<file path="src/hdl/pfd_pkg.sv">
package pfd_pkg;

	localparam int DATA_WIDTH_DEF = 32;

	localparam int WORD_W  = 32;
	localparam int CFG_W   = 31;
	localparam int STATE_W = 32;
	localparam int DIFF_W  = 33;
	localparam int FRAC_W  = 16;
	localparam int MAG_W   = 47;
	localparam int OPND_W  = 48;
	localparam int SUM_W   = 49;
	localparam int CHUNK_W = 24;
	localparam int DVD_W   = DIFF_W + FRAC_W;
	localparam int IDX_W   = 3;

	localparam logic [MAG_W-1:0] SAT_Q = {1'b1, {(MAG_W-1){1'b0}}};
	localparam int CLAMP_Q = 6553600;
	localparam int SQRT2_Q = 92682;

	localparam logic [CFG_W-1:0] CUTOFF_RESET = 31'd2621440;
	localparam logic [CFG_W-1:0] STEP_RESET   = 31'd655;

	localparam logic [IDX_W-1:0] REG_GAIN_PROP     = 3'd0;
	localparam logic [IDX_W-1:0] REG_GAIN_INTEGRAL = 3'd1;
	localparam logic [IDX_W-1:0] REG_GAIN_DERIV    = 3'd2;
	localparam logic [IDX_W-1:0] REG_CUTOFF_RATE   = 3'd3;
	localparam logic [IDX_W-1:0] REG_STEP_TIME     = 3'd4;

	typedef enum logic [1:0] {
		MUL_IDLE,
		MUL_LO,
		MUL_HI,
		MUL_ACC
	} mul_state_t;

	typedef enum logic {
		DIV_IDLE,
		DIV_RUN
	} div_state_t;

	typedef enum logic [1:0] {
		SEQ_IDLE,
		SEQ_MUL_GO,
		SEQ_MUL_WAIT,
		SEQ_OUT
	} seq_state_t;

	typedef enum logic [3:0] {
		OP_WC2,
		OP_A1,
		OP_A1X0,
		OP_WC2X1,
		OP_WC2U,
		OP_STX0,
		OP_STD0,
		OP_KPE,
		OP_KII,
		OP_KDD
	} op_t;

endpackage

</file>
<file path="src/hdl/pfd_div.sv">
module pfd_div (
	input  logic                              clk,
	input  logic                              arst_n,
	input  logic                              start,
	input  logic [pfd_pkg::DIFF_W-1:0]        dividend,
	input  logic [pfd_pkg::CFG_W-1:0]         divisor,
	output logic                              done,
	output logic [pfd_pkg::MAG_W-1:0]         quotient
);

	localparam int DvdW = pfd_pkg::DVD_W;
	localparam int DenW = pfd_pkg::CFG_W;
	localparam int CntW = $clog2(DvdW);

	pfd_pkg::div_state_t state_q, state_d;

	logic [CntW-1:0] cnt_q;
	logic [DvdW-1:0] dq_q;
	logic [DenW-1:0] rem_q;
	logic [DenW-1:0] den_q;
	logic            done_q;

	logic [DenW:0]   rem_sh;
	logic [DenW+1:0] trial;
	logic            fits;

	always_ff @(posedge clk or negedge arst_n) begin
		if (!arst_n) begin
			state_q <= pfd_pkg::DIV_IDLE;
			cnt_q   <= '0;
			done_q  <= 1'b0;
		end else begin
			state_q <= state_d;
			done_q  <= (state_q == pfd_pkg::DIV_RUN) && (cnt_q == '0);
			if (state_q == pfd_pkg::DIV_IDLE) begin
				cnt_q <= CntW'(DvdW - 1);
			end else begin
				cnt_q <= cnt_q - CntW'(1);
			end
		end
	end

	always_comb begin
		state_d = state_q;
		case (state_q)
			pfd_pkg::DIV_IDLE: begin
				if (start) begin
					state_d = pfd_pkg::DIV_RUN;
				end
			end
			pfd_pkg::DIV_RUN: begin
				if (cnt_q == '0) begin
					state_d = pfd_pkg::DIV_IDLE;
				end
			end
			default: state_d = pfd_pkg::DIV_IDLE;
		endcase
	end

	always_comb begin
		rem_sh = {rem_q, dq_q[DvdW-1]};
		trial  = {1'b0, rem_sh} - {2'b0, den_q};
		fits   = !trial[DenW+1];
	end

	always_ff @(posedge clk) begin
		if (state_q == pfd_pkg::DIV_IDLE) begin
			if (start) begin
				dq_q  <= {dividend, {pfd_pkg::FRAC_W{1'b0}}};
				rem_q <= '0;
				den_q <= divisor;
			end
		end else begin
			rem_q <= fits ? trial[DenW-1:0] : rem_sh[DenW-1:0];
			dq_q  <= {dq_q[DvdW-2:0], fits};
		end
	end

	assign quotient = (dq_q > DvdW'(pfd_pkg::SAT_Q)) ? pfd_pkg::SAT_Q : dq_q[pfd_pkg::MAG_W-1:0];
	assign done     = done_q;

endmodule

</file>
<file path="config.mk">
export PLATFORM = sky130hd
export DESIGN_NAME = pfd_div
export DESIGN_NICKNAME = d
export VERILOG_FILES = /design/src/hdl/pfd_pkg.sv /design/src/hdl/pfd_div.sv
export SDC_FILE = /design/constraint.sdc
export NUM_CORES = 1
export LEC_CHECK = 0
export BUFFER_PORTS_ARGS = -buffer_cell sky130_fd_sc_hd__buf_2
export CAP_MARGIN = 20
export CORE_UTILIZATION = 30
export DETAILED_ROUTE_END_ITERATION = 10
export PLACE_DENSITY = 0.59
export SYNTH_ARGS = -nofsm -noshare
export SYNTH_HDL_FRONTEND = slang
export SYNTH_SLANG_ARGS = --single-unit
</file>
<file path="constraint.sdc">
create_clock -name clk -period 3.72 [get_ports clk]
set_clock_uncertainty 0.1 [all_clocks]
set_input_delay 0.372 -clock clk [delete_from_list [all_inputs] [get_ports clk]]
set_output_delay 0.372 -clock clk [all_outputs]
set_load 0.1 [all_outputs]
</file>
==> flow_summary_export.csv, run 1 <==
group,metric,value,unit
critical_path,critPathArrivalTime,2.85,ns
clock_network,cts_buffers,17,
clock_network,cts.sinks,119,
critical_path,r2r_cells,12,
synthesis,synth_xor_xnor_area_share,0.03656,
routing,drc_errors,0,
synthesis,synth_mux_area_frac,0.05349,
timing,rsz0062_at_grt,"false",
floorplanning,rows,55,
synthesis,synthCells,629,
global_route,antenna_found_initial,0,
outcome,status,"finished clean",
final_layout,antenna_cells,0,
routing,vias,5120,
global_route,grt_pass1_wl,26.12,mm
synthesis,synth.avg_cell_area,11.04,um2
placed_design,port_buffers,114,
synthesis,ys_ff_latch,119,
critical_path,critPathKind,"flop to output port",
timing,timing.fmax,300.8,MHz
hold_path,hold_depth,1,
final_layout,multi_input_area,3107,um2
hold_path,hold_class,"primary input to flop",
global_route,track_usage,0.1421,
timing,period_needed,3.324,ns
global_route,grt_pass1_vias,4890,
timing,period_share,0.8935,
timing,drv_slew,0,
critical_path,required,3.25,ns
placed_design,place_congestion,0.8240,
floorplanning,chipWidth,154.2,um
synthesis,synth_simple_gate_area_frac,0.1585,
routing,wl_per_cell,15.78,um
critical_path,crit_fanout,46,
timing,tightest_slew,0.9274,ns
critical_path,startpoint_type,"flop",
floorplanning,dieHeight,154.2,um
clock_network,clkTransAtPathRegs,0.06,ns
run,maxCapViolCount,0,
clock_network,cts_max_level,4,
critical_path,cp-end-kind,"output port",
clock_network,root_buffer,"clkbuf_16",
timing,relSlewSlack,0.3804,
final_layout,fin_nets,843,
clock_network,cts_tree,"built",
floorplanning,core_area,22640,um2
synthesis,async_flop_share,0.06723,
synthesis,ys_warn_count,0,
routing,ant_nets,0,
synthesis,synth_cell_types,62,
floorplanning,pin_count,115,
synthesis,synth_top_area_frac,0.4798,
placed_design,dp_hpwl,11.47,mm
final_layout,seq_area,3535,um2
floorplanning,die_area,23770,um2
global_route,overflow,0,
synthesis,syn_nets,729,
routing,drtPass1Iterations,4,
synthesis,synth_area,6947,um2
synthesis,synth_area_leader_cell,"edfxtp_1",
routing,drtIter0Drc,343,
synthesis,synth_fa_ha_area_frac,0.06052,
clock_network,cts_resized,0,
global_route,grt_max_degree,60,
critical_path,ff2ff_setup_slack,0.50,ns
synthesis,synth_top_family_by_area,"simple AND/OR/NAND/NOR gates",
synthesis,synth-edff-count,111,
final_layout,synthToLayoutAreaGrowth,21.63,%
timing,hold_viol,0,
synthesis,synth_seq_area_share,0.5086,
clock_network,clock_path_buffers,2,
clock_network,clkLatencyLatePin,0.42,ns
timing,setup_tns,0,ns
synthesis,synth_compound_area_frac,0.1360,
synthesis,ys_top_cells_by_area,"edfxtp_1 48%, and2_1 5.8%, ha_1 5.8%, mux2_2 5.3%, a21oi_1 3.5%",
routing,wl,16.42,mm
timing,setup_viol,0,
timing,holdWs,0.01856,ns
synthesis,ys.flop_type,"edfxtp_1",
final_layout,nFillCells,2250,
floorplanning,start_util,0.3068,
routing,viasPerCell,4.918,
final_layout,drive_gt1_frac,0.2698,
==> cell families (layout without fill, tap and decap cells) <==
kind of cell	count (synthesis)	count (layout)
buf+inv	75	202
flops	119	119
fa+ha+maj	33	33
mux	33	33
compound gates	142	142
simple gates	198	198
xor+xnor	29	29
==> per-layer routing <==
layer  vias to the layer above  share of wire  global-route usage
li1                       2536              -                   -
met1                      2443           0.49              0.1926
met2                       128           0.46              0.2227
met3                        13          0.041             0.02886
met4                         0          0.012             0.05524
met5                         -              0                   0
==> cell usage after synthesis, types with 3 or more instances <==
cell	count
a211oi_1	7
a211oi_2	5
a21o_1	12
a21oi_1	48
a31oi_1	3
and2_1	64
buf_1	3
buf_6	5
clkbuf_1	21
dfrtp_1	8
edfxtp_1	111
ha_1	32
inv_1	44
mux2_2	33
nand2_1	27
nand2b_1	7
nand3_1	22
nand4_1	8
nor2_1	23
nor2b_1	6
nor3_1	15
nor4_1	12
o211ai_1	5
o21ai_0	27
o21bai_1	5
o22ai_1	5
o31ai_1	3
xnor2_1	17
xor2_1	12
==> cell type report <==
class                      count  share of cell area
clock buffer                  19             0.05242
tap                          285             0.04220
timing repair buffer         126             0.08233
multi-input combinational    435              0.3677
clock inverter                13             0.01747
inverter                      44             0.01955
sequential                   119              0.4183
==> stage by stage <==
step | setup WS, ns | util | std cells | cell area [um2]
6_report | 0.3961 | 0.3732 | 1041 | 8449
3_3_place_gp | 0.5723 | 0.3439 | 1004 | 7786
5_1_grt | 0.1349 | 0.3732 | 1041 | 8449
4_1_cts | 0.2674 | 0.3721 | 1039 | 8424
2_1_floorplan | 0.7192 | - | 629 | 6947
3_5_place_dp | 0.5105 | 0.3451 | 1005 | 7814
==> worst max-delay path, cell delays in order (launching register included) <==
cell and delay (ns):
edfxtp_1 0.45, nor4_1 0.36, nand4_1 0.19, o31a_1 0.33
nor3_2 0.10, buf_4 0.36, and2_1 0.19, buf_2 0.43
==> path summary, 6_finish.rpt <==
kind	from	to
worst min-delay path	divisor[13]	den_q[13]$_DFFE_PP_
min in group asynchronous	arst_n	done$_DFF_PN0_
worst max register to register	dq_q[48]$_DFFE_PP_	rem_q[2]$_SDFFCE_PN0P_
worst max-delay path	dq_q[23]$_DFFE_PP_	quotient[4]
worst min register to register	cnt_q[0]$_DFF_PN0_	cnt_q[0]$_DFF_PN0_
max in group asynchronous	arst_n	state_q$_DFF_PN0_
==> flip-flops by register name (all words and copies together), names as in the netlist <==
signal   count
cnt_q        6
den_q       31
done         1
dq_q        49
rem_q       31
state_q      1
==> repair_timing <==
| item | in CTS | in global routing |
|---|---|---|
| buffers inserted | 0 | 0 |
| hold buffers | 2 | 1 |
| endpoints found under the hold margin | 9 | 1 |
==> placed cells by master (no fill, tap or decap), types with 8 or more instances in the layout <==
cell	instances
and2_1	64
ha_1	32
a21oi_1	48
nand4_1	8
edfxtp_1	111
nand3_1	22
o21ai_0	27
xnor2_1	17
xor2_1	12
clkbuf_16	17
nand2_1	27
mux2_2	33
inv_1	44
nor2_1	23
nor4_1	12
nor3_1	14
a21o_1	12
buf_2	114
Power of run 1 is left out: the tool's default activity adds up to more than one toggle a clock period on the data nets, which glitch-free logic cannot reach.
==> inputs of run 2 (changes only) <==
CELL_PAD_IN_SITES_DETAIL_PLACEMENT = 1   (was unset)
CELL_PAD_IN_SITES_GLOBAL_PLACEMENT = 2   (was unset)
PLACE_DENSITY = 0.78   (was 0.59)
==> flow_summary_export.csv, run 2 (synthesized netlist as in run 1, its figures left out) <==
group,metric,value,unit
placed_design,place_congestion,0.7898,
placed_design,dp_hpwl,13.09,mm
routing,drtIter0Drc,258,
clock_network,clkLatencyLatePin,0.43,ns
clock_network,cts_buffers,17,
final_layout,final_common_cell,"buf_2",
clock_network,cts_setup_buffers,0,
global_route,grt_pass1_vias,5351,
final_layout,final_area,8438,um2
critical_path,cp-end-kind,"output port",
routing,vias,5196,
floorplanning,core_area,22640,um2
final_layout,final_cell_mix,"114 x buf_2, 111 x edfxtp_1, 64 x and2_1",
critical_path,crit_path_top_delay_cell,"nor4_1",
critical_path,crit_fanout,46,
final_layout,final_util,0.3727,
clock_network,cts.sinks,119,
timing,rsz0062_at_grt,"false",
clock_network,clock_path_buffers,2,
timing,timing.fmax,296.1,MHz
final_layout,drive_gt1_frac,0.2724,
placed_design,post-place-cells,1008,
critical_path,startpoint_type,"flop",
run,maxCapViolCount,0,
floorplanning,die_area,23770,um2
global_route,track_usage,0.1607,
floorplanning,rows,55,
final_layout,antenna_cells,0,
final_layout,synthToLayoutAreaGrowth,21.47,%
placed_design,placed_area,7816,um2
routing,ant_nets,0,
timing,period_needed,3.377,ns
timing,hold_viol,0,
global_route,overflow,0,
final_layout,reg_top3,"dq_q: 49 flops, den_q: 31 flops, rem_q: 31 flops",
critical_path,required,3.25,ns
hold_path,hold_class,"primary input to flop",
timing,relSlewSlack,0.3398,
floorplanning,pin_count,115,
timing,tightest_slew,0.9903,ns
critical_path,path_cells,"nor4_1 -> nand4_1 -> o31a_1 -> nor3_2 -> buf_4 -> and2_1 -> buf_2",
floorplanning,chipWidth,154.2,um
timing,period_share,0.9078,
clock_network,cts_max_level,4,
final_layout,layoutNonFillerInstCount,1045,
placed_design,port_buffers,114,
outcome,status,"finished clean",
critical_path,critPathKind,"flop to output port",
floorplanning,dieHeight,154.2,um
final_layout,fin_nets,847,
routing,wl_per_cell,17.59,um
critical_path,r2r_cells,11,
routing,wl,18.38,mm
final_layout,largest_register_ffs,49,
timing,drv_slew,0,
routing,drtPass1Iterations,4,
routing,viasPerCell,4.972,
clock_network,clkTransAtPathRegs,0.07,ns
clock_network,cts_tree,"built",
floorplanning,start_util,0.3068,
routing,drc_errors,0,
critical_path,critPathArrivalTime,2.90,ns
final_layout,top_register,"dq_q",
critical_path,critical_path.max_stage_delay,0.53,ns
timing,setup_tns,0,ns
global_route,grt_pass1_wl,29.51,mm
global_route,antenna_found_initial,0,
final_layout,nFillCells,2542,
timing,setup_viol,0,
global_route,grt_max_degree,63,
hold_path,hold_depth,1,
clock_network,root_buffer,"clkbuf_16",
==> run 2: cell count changes in the layout (fill, tap and decap cells not counted), sizes merged <==
cell         delta
inv            +10
clkinv          -7
buf             +2
bufinv          -2
clkbuf          -2
dlygate4sd3     +2
clkinvlp        +1
==> run 2: layout make-up <==
cell class	count	area, um2	share of cell area
tap	285	356.6	0.04226
clock inverter	15	146.4	0.01735
multi-input combinational	435	3107	0.3682
sequential	119	3535	0.4189
clock buffer	17	425.4	0.05042
inverter	44	165.2	0.01957
timing repair buffer	130	703.2	0.08333
==> run 2: repair_timing <==
action | in CTS | in global routing
hold endpoints to repair | 12 | 0
resized for setup | 0 | 0
hold buffers | 5 | 0
==> run 2: routing by layer <==
layer | up-vias | share of wire | GRT usage
li1 | 2544 | - | -
met1 | 2513 | 0.48 | 0.2140
met3 | 21 | 0.040 | 0.03390
met2 | 118 | 0.47 | 0.2634
met5 | - | 0 | 0
met4 | 0 | 0.011 | 0.04524
==> run 2: worst paths after layout <==
kind | to | from | slack (ns)
setup / recovery | quotient[2] | dq_q[43]$_DFFE_PP_ | 0.34
hold / removal | den_q[12]$_DFFE_PP_ | divisor[12] | 0.01
setup reg to reg | rem_q[1]$_SDFFCE_PN0P_ | dq_q[48]$_DFFE_PP_ | 0.43
hold reg to reg | cnt_q[0]$_DFF_PN0_ | cnt_q[0]$_DFF_PN0_ | 0.37
max in group asynchronous | state_q$_DFF_PN0_ | arst_n | 3.09
min in group asynchronous | done$_DFF_PN0_ | arst_n | 0.23
==> run 2: metrics by stage <==
| step | hold slack (ns) | worst slack [ns] |
|---|---|---|
| after floorplan | -0.02359 | 0.7192 |
| after global placement | 0.1319 | 0.5740 |
| after detailed placement | 0.1292 | 0.4107 |
| after CTS | 0.0001447 | 0.2779 |
| after global routing | 0.001131 | 0.1206 |
| final | 0.01324 | 0.3430 |
==> run 2: critical path, delay by kind of cell (launching register included) <==
family / cells / cell delay [ns]
AO/OA/AOI/OAI: 1 / 0.28
buffers and inverters: 2 / 0.77
flip-flops: 1 / 0.42
AND/OR/NAND/NOR: 4 / 0.98
Power of run 2 is left out for the same reason.
==> inputs of run 3 (changes only) <==
CTS_BUF_LIST = sky130_fd_sc_hd__clkbuf_8   (was unset)
GPL_TIMING_DRIVEN = 0   (was unset)
==> flow_summary_export.csv, run 3 (synthesized netlist as in run 1, its figures left out) <==
group,metric,value,unit
outcome,status,"finished clean",
clock_network,clock_path_buffers,2,
floorplanning,die_area,23770,um2
clock_network,clkTransAtPathRegs,0.10,ns
power,power_frac_comb,0.562,
critical_path,critPathArrivalTime,3.08,ns
hold_path,hold_class,"primary input to flop",
clock_network,cts_tree,"built",
routing,wl,18.67,mm
routing,drtPass1Iterations,4,
global_route,use_met3,0.03278,
final_layout,drive_gt1_frac,0.2543,
timing,rsz0062_at_grt,"false",
timing,setup_tns,0,ns
global_route,grt_pass1_wl,29.84,mm
global_route,track_usage,0.1624,
floorplanning,dieHeight,154.2,um
placed_design,port_buffers,114,
final_layout,final_area,8732,um2
final_layout,final_cell_mix,"111 x edfxtp_1, 99 x buf_2, 64 x and2_1",
critical_path,required,3.25,ns
clock_network,cts_setup_buffers,0,
timing,drv_slew,0,
global_route,grtUsageMet1,0.2095,
power,power.leakage,3.623,nW
final_layout,top_register,"dq_q",
timing,period_needed,3.548,ns
routing,vias,5414,
placed_design,dp_hpwl,13.65,mm
power,pwr-share-clk,0.140,
floorplanning,rows,55,
floorplanning,chipWidth,154.2,um
final_layout,largest_register_ffs,49,
final_layout,synthToLayoutAreaGrowth,25.70,%
power,power.total,8.782,mW
floorplanning,start_util,0.3068,
critical_path,critPathKind,"flop to output port",
global_route,antenna_found_initial,0,
clock_network,cts_max_level,4,
power,p_switching,4.393,mW
final_layout,fin_nets,897,
run,maxCapViolCount,0,
floorplanning,core_area,22640,um2
global_route,overflow,0,
global_route,grtUsageMet2,0.2755,
routing,drc_errors,0,
timing,timing.fmax,281.9,MHz
routing,ant_nets,0,
power,netSwitchingFraction,0.5002,
critical_path,startpoint_type,"flop",
placed_design,place_congestion,0.7891,
power,ir_drop,526.1,uV
placed_design,post-place-cells,1031,
timing,setup_viol,0,
floorplanning,pin_count,115,
power,p_int,4.389,mW
power,cellPowerDensity,1006,nW/um2
timing,tightest_slew,0.8882,ns
clock_network,cts_buffers,17,
placed_design,placed_area,7946,um2
global_route,top_usage_layer,"met2",
final_layout,reg_top3,"dq_q: 49 flops, den_q: 31 flops, rem_q: 31 flops",
global_route,grt_pass1_vias,5644,
final_layout,final_util,0.3857,
critical_path,cp-end-kind,"output port",
routing,drtIter0Drc,325,
timing,period_share,0.9537,
timing,relSlewSlack,0.4068,
routing,wl_per_cell,17.03,um
routing,viasPerCell,4.940,
clock_network,cts.sinks,119,
power,seq_power_share,0.297,
clock_network,root_buffer,"clkbuf_8",
clock_network,clkLatencyLatePin,0.46,ns
critical_path,crit_fanout,10,
timing,hold_viol,0,
final_layout,layoutNonFillerInstCount,1096,
final_layout,nFillCells,2560,
global_route,grt_max_degree,52,
final_layout,final_common_cell,"edfxtp_1",
-- run 3: cell count changes in the layout (fill, tap and decap cells not counted), moves of 2 or more --
cell,before,now
clkbuf_4,0,6
buf_6,0,5
clkbuf_8,0,17
clkbuf_1,0,21
clkbuf_16,17,0
buf_16,0,2
buf_2,114,99
buf_1,0,3
dlygate4sd3_1,5,32
-- run 3: final cells by class --
type | count | area, um2 | share of cell area
Sequential cell | 119 | 3533 | 0.4046
Multi-Input combinational cell | 435 | 3119 | 0.3572
Timing Repair Buffer | 149 | 993.5 | 0.1138
Tap cell | 285 | 356.6 | 0.04084
Clock buffer | 17 | 234.0 | 0.02679
Clock inverter | 15 | 171.4 | 0.01963
Inverter | 44 | 165.2 | 0.01891
Buffer | 31 | 156.4 | 0.01791
Antenna cell | 1 | 2.502 | 0.0002866
-- run 3: repair_timing --
action,4_1_cts,5_1_grt
gates cloned,0,0
hold buffers,31,1
endpoints found under the hold margin,38,1
setup endpoints to repair,46,40
pin swaps,0,0
resized for setup,11,8
-- run 3: worst paths after layout --
path | slack, ns | end | depth (start not counted) | start
setup / recovery | 0.17 | quotient[40] | 7 | dq_q[27]$_DFFE_PP_
hold / removal | 0.11 | dq_q[23]$_DFFE_PP_ | 2 | dividend[7]
setup reg to reg | 0.20 | rem_q[18]$_SDFFCE_PN0P_ | 13 | dq_q[48]$_DFFE_PP_
hold reg to reg | 0.38 | cnt_q[0]$_DFF_PN0_ | 1 | cnt_q[0]$_DFF_PN0_
max in group asynchronous | 3.14 | cnt_q[3]$_DFF_PN0_ | 2 | arst_n
min in group asynchronous | 0.20 | done$_DFF_PN0_ | 2 | arst_n
-- run 3: per-layer routing --
| layer | up-vias | wire length, um |
|---|---|---|
| met5 | - | 0 |
| met4 | 0 | 197 |
| met3 | 14 | 753 |
| met2 | 115 | 9000 |
| met1 | 2640 | 8716 |
| li1 | 2645 | - |
-- run 3: power groups by stage --
stage          Clock, mW  Sequential [mW]  Combinational, mW
6_report            1.23             2.61               4.94
5_1_grt             1.33             2.69               5.33
4_1_cts             1.28             2.61               4.95
3_5_place_dp           0             2.63               4.88
3_3_place_gp           0             2.63               4.81
2_1_floorplan          0             2.47               3.96
-- run 3: worst max-delay path, cell delays in order (launching register included) --
cell	delay (ns)
edfxtp_1	0.42
nor4_1	0.43
nand4_1	0.20
o31a_1	0.38
nor3_4	0.23
clkbuf_1	0.33
and2_1	0.20
buf_2	0.43
-- run 3: through the flow --
stage,hold slack (ns),setup slack [ns]
detailed placement,0.1357,0.2429
global placement,0.1386,-0.07009
global route,0.07583,0.01312
CTS,0.00006734,0.02824
finish,0.1090,0.1721
floorplan,-0.02359,0.7192
Power figures use the tool's default switching activity.
